==> config.mk <==
export PLATFORM = sky130hd
export DESIGN_NAME = ctcgd_ctrl
export DESIGN_NICKNAME = d
export VERILOG_FILES = /design/src/hw/rtl/ctcgd_pkg.sv /design/src/hw/rtl/ctcgd_ctrl.sv
export SDC_FILE = /design/constraint.sdc
export NUM_CORES = 1
export LEC_CHECK = 0
export BUFFER_PORTS_ARGS = -buffer_cell sky130_fd_sc_hd__buf_2
export CORE_AREA = 2 2 39 41
export CTS_CLUSTER_DIAMETER = 30
export DETAILED_ROUTE_END_ITERATION = 8
export DIE_AREA = 0 0 41 43
export SYNTH_ARGS = -nofsm -noshare
export SYNTH_HDL_FRONTEND = slang
export SYNTH_SLANG_ARGS = --single-unit
==> constraint.sdc <==
create_clock -name clk -period 1.6 [get_ports clk]
set_clock_uncertainty 0.1 [all_clocks]
set_input_delay 0.24 -clock clk [delete_from_list [all_inputs] [get_ports clk]]
set_output_delay 0.24 -clock clk [all_outputs]
set_load 0.005 [all_outputs]
==> src/hw/rtl/ctcgd_pkg.sv <==
`default_nettype none
// ----------------------------------------------------------------------------
// CTC greedy decoder package
// Shared widths, defaults, register map, controller states and the
// command/status words between controller and datapath.
// ----------------------------------------------------------------------------
package ctcgd_pkg;

  localparam int MAX_CLASSES_DEF = 8192;
  localparam int MAX_STEPS_DEF   = 1024;

  localparam int CFG_W   = 14;
  localparam int SCORE_W = 16;
  localparam int IDX_W   = 13;
  localparam int CHAR_W  = 11;
  localparam int APB_AW  = 3;
  localparam int APB_DW  = 32;

  localparam logic [CFG_W-1:0] CLASS_COUNT_RST = 14'd8192;

  localparam logic [APB_AW-1:0] ADDR_CLASS_COUNT = 3'd0;

  typedef enum logic [1:0] {
    ST_RUN,
    ST_LOAD,
    ST_DIV,
    ST_EMIT
  } ctcgd_state_t;

  typedef struct packed {
    logic accept;
    logic load_div;
    logic div_step;
    logic emit_sum;
  } ctcgd_ctl_t;

  typedef struct packed {
    logic out_free;
    logic div_last;
  } ctcgd_sts_t;

endpackage
`default_nettype wire

==> src/hw/rtl/ctcgd_ctrl.sv <==
`default_nettype none
// ----------------------------------------------------------------------------
// CTC greedy decoder controller
// Sequences score intake, the end-of-sequence divide and the summary word.
// ----------------------------------------------------------------------------
module ctcgd_ctrl
  import ctcgd_pkg::*;
(
  input  wire logic       clk,
  input  wire logic       rst_n,
  input  wire logic       in_valid,
  input  wire logic       in_eos,
  output logic            in_ready,
  input  wire ctcgd_sts_t sts,
  output ctcgd_ctl_t      ctl
);

  ctcgd_state_t state_r, state_nxt;

  always_ff @(posedge clk) begin
    if (!rst_n) begin
      state_r <= ST_RUN;
    end else begin
      state_r <= state_nxt;
    end
  end

  always_comb begin
    state_nxt = state_r;
    unique case (state_r)
      ST_RUN: begin
        if (in_valid && sts.out_free && in_eos) state_nxt = ST_LOAD;
      end
      ST_LOAD: begin
        state_nxt = ST_DIV;
      end
      ST_DIV: begin
        if (sts.div_last) state_nxt = ST_EMIT;
      end
      ST_EMIT: begin
        if (sts.out_free) state_nxt = ST_RUN;
      end
      default: state_nxt = ST_RUN;
    endcase
  end

  always_comb begin
    ctl      = '0;
    in_ready = 1'b0;
    unique case (state_r)
      ST_RUN: begin
        in_ready   = sts.out_free;
        ctl.accept = in_valid && sts.out_free;
      end
      ST_LOAD: begin
        ctl.load_div = 1'b1;
      end
      ST_DIV: begin
        ctl.div_step = 1'b1;
      end
      ST_EMIT: begin
        ctl.emit_sum = sts.out_free;
      end
      default: begin
        ctl = '0;
      end
    endcase
  end

endmodule
`default_nettype wire

==> reports/metrics.csv <==
stage,metric,value,unit
power_and_ir_drop,seqPwrFrac,0.222,
placement,port_buffers,10,
route,num_vias,189,
sta,finalHoldViolations,0,
yosys,netlist.area_leader.share,0.313,
die,core,1380,µm²
die,design.die.area,1760,µm²
worst_setup_path,worstSetupPathType,reg -> out,
global_route,antenna_found_initial,0,
clocking,cts_tree,built,
power_and_ir_drop,p_leak,0.157,nW
global_route,grtUsageMet2,0.0781,
final_layout,fin_nets,48,
worst_hold_path,hp-class,in -> reg,
sta,worst_slack,0.0960,ns
final_layout,layout-drive-gt1-share,0.514,
final_layout,n_antenna_cell,0,
global_route,grt_util_met1,0.0478,
route,wirelength,407,µm
sta,slew_viol_final,0,
worst_setup_path,cp.required,1.26,ns
clocking,cts_buffers,3,
yosys,ys_seq_elements,2,
clocking,insertion_delay,0.22,ns
worst_setup_path,reg2reg_depth,4,
die,die_h,43,µm
yosys,avgSynthCellArea,9.10,µm²
yosys,async_flop_share,0,
final_layout,top_register,state_r,
outcome,status,finished clean,
clocking,cts_root_buffer,clkbuf_4,
final_layout,syn2layout_area_growth,47.5,%
yosys,ys_types,12,
clocking,clk_pin_slew,0.03,ns
yosys,yosys-top-cells-area,"ha_1 31%, dfxtp_1 20%, and2_2 7.5%, inv_1 7.5%, a221o_1 5.0%",
die,start_util,0.145,
power_and_ir_drop,clkPwrFrac,0.263,
yosys,syn_area,200,µm²
route,drc,0,
power_and_ir_drop,p_int,0.266,mW
clocking,cts_buffer_depth,2,
global_route,grt_overflow,0,
sta,clock.fmax,665,MHz
route,dr.pass1.iters,2,
die,std_cell_rows,14,
placement,gp_congestion,0.676,
sta,setup_viol,0,
sta,finalCritPeriodShare,0.940,
yosys,syn_inst,22,
route,avgRoutedWirePerCell,7.98,µm
worst_setup_path,arrival,1.16,ns
run,max_cap_viol_count,0,
die,die_w,41,µm
worst_setup_path,path_max_fanout,4,
worst_setup_path,end_kind,primary output,
yosys,netlist.top_cell.by_area,ha_1,
worst_setup_path,crit-reg2reg-launch,state_r[0],
global_route,grt_max_degree,6,
worst_setup_path,r2r_slack,0.14,ns
global_route,first_global_vias,171,
route,drtAntennaViolNets,0,
sta,tightest_slew,0.413,ns
route,avgViaCountPerCell,3.71,
power_and_ir_drop,combPwrFrac,0.515,
yosys,yosys-top-cells-count,"5 x ha_1, 4 x inv_1, 2 x and2_2, 2 x dfxtp_1, 2 x nand2_1",
final_layout,num-fill-cells,162,
die,pin_count,11,
power_and_ir_drop,power.total,0.416,mW
yosys,ys_seq_area_frac,0.200,
placement,dp_cells,48,
route,drt_iter0_markers,4,
yosys,synth-edff-count,0,
clocking,hold_buffers,0,
worst_setup_path,crit_end,ctl[3],
power_and_ir_drop,power_density,1410,nW/µm²
yosys,synth_nets,33,
sta,period_needed,1.50,ns
yosys,yosys_warnings,0,
final_layout,largest_reg_flops,2,
power_and_ir_drop,p_sw_frac,0.361,
sta,slew_headroom,0.718,
sta,setup_tns,0,ns
power_and_ir_drop,vdd_drop_max,456,µV
final_layout,fin_util,0.213,
global_route,use_met3,0.0785,
yosys,post-synth-top-count-cell,ha_1,
final_layout,top_regs,state_r x2,
global_route,busiest_layer,met3,
yosys,ys.flop_type,dfxtp_1,
worst_setup_path,crit_start,state_r[0],
worst_setup_path,cp-start-kind,flop,
clocking,clock_sinks,2,
worst_setup_path,rr_endpoint,state_r[0],
final_layout,final_cells,51,
global_route,track_usage,0.0611,
clocking,htreeDepth,1,
sta,grt_setup_unrepaired,false,
power_and_ir_drop,p_sw,0.150,mW
placement,place_ws,0.128,ns
global_route,grt_pass1_wl,621,µm
## routing by layer
layer  share of wire  routed length (µm)  up-vias
met4               0                   0        0
met3            0.14                  57        0
met5               0                   0        -
met1            0.42                 171       76
li1                -                   -      102
met2            0.44                 178       11
## repair_timing
item,in CTS,in global routing
gates resized for setup,0,1
buffers inserted,0,0
setup endpoints to repair,0,3
## worst max-delay path: stages (launching register included)
cell     delay [ns]
dfxtp_1        0.35
inv_1          0.10
ha_2           0.21
and3_2         0.17
buf_2          0.12
## cell type report
type                       count  area [µm²]  area share
multi-input combinational     16         148       0.500
timing repair buffer          10        50.0       0.169
sequential                     2        40.0       0.136
clock buffer                   3        22.5      0.0763
tap                           16        20.0      0.0678
inverter                       4        15.0      0.0508
## power groups by stage
| stage | registers [mW] | clock network [mW] | logic (mW) |
|---|---|---|---|
| global placement | 0.0929 | 0 | 0.215 |
| floorplan | 0.0884 | 0 | 0.149 |
| CTS | 0.0927 | 0.116 | 0.216 |
| finish | 0.0922 | 0.110 | 0.214 |
| global route | 0.0936 | 0.127 | 0.255 |
| detailed placement | 0.0935 | 0 | 0.215 |
## kinds of logic (layout without fill, tap and decap cells)
| family | Yosys count | after routing | share of synthesized area |
|---|---|---|---|
| AOI/OAI and AO/OA | 3 | 3 | 0.131 |
| and+or+nand+nor | 7 | 7 | 0.231 |
| muxes | 1 | 1 | 0.0500 |
| adders and majority gates | 5 | 5 | 0.313 |
| buffers and inverters | 4 | 17 | 0.0750 |
| DFF | 2 | 2 | 0.200 |
## cell usage in the layout, fill, tap and decap left out, drive strengths merged
cell type   n
nor2b       1
mux2i       1
ha          5
clkbuf      3
dfxtp       2
a211oi      1
nand2       2
and2        2
a221o       1
nand3       1
and3        1
inv         4
a2111oi     1
buf        10
## per-stage QoR
step	hold WS, ns	cell area, µm²
floorplan	0.254	200
global placement	0.385	270
detailed placement	0.387	270
CTS	0.152	293
global route	0.180	295
finish	0.159	295
## how the worst min path moves through the flow
stage	from	to	cells after the start
after global routing	rst_n	state_r[0]	3
final	rst_n	state_r[0]	3
after detailed placement	rst_n	state_r[0]	3
after floorplan	rst_n	state_r[0]	2
after CTS	rst_n	state_r[0]	3
after global placement	rst_n	state_r[0]	3
Power figures use the tool's default switching activity.
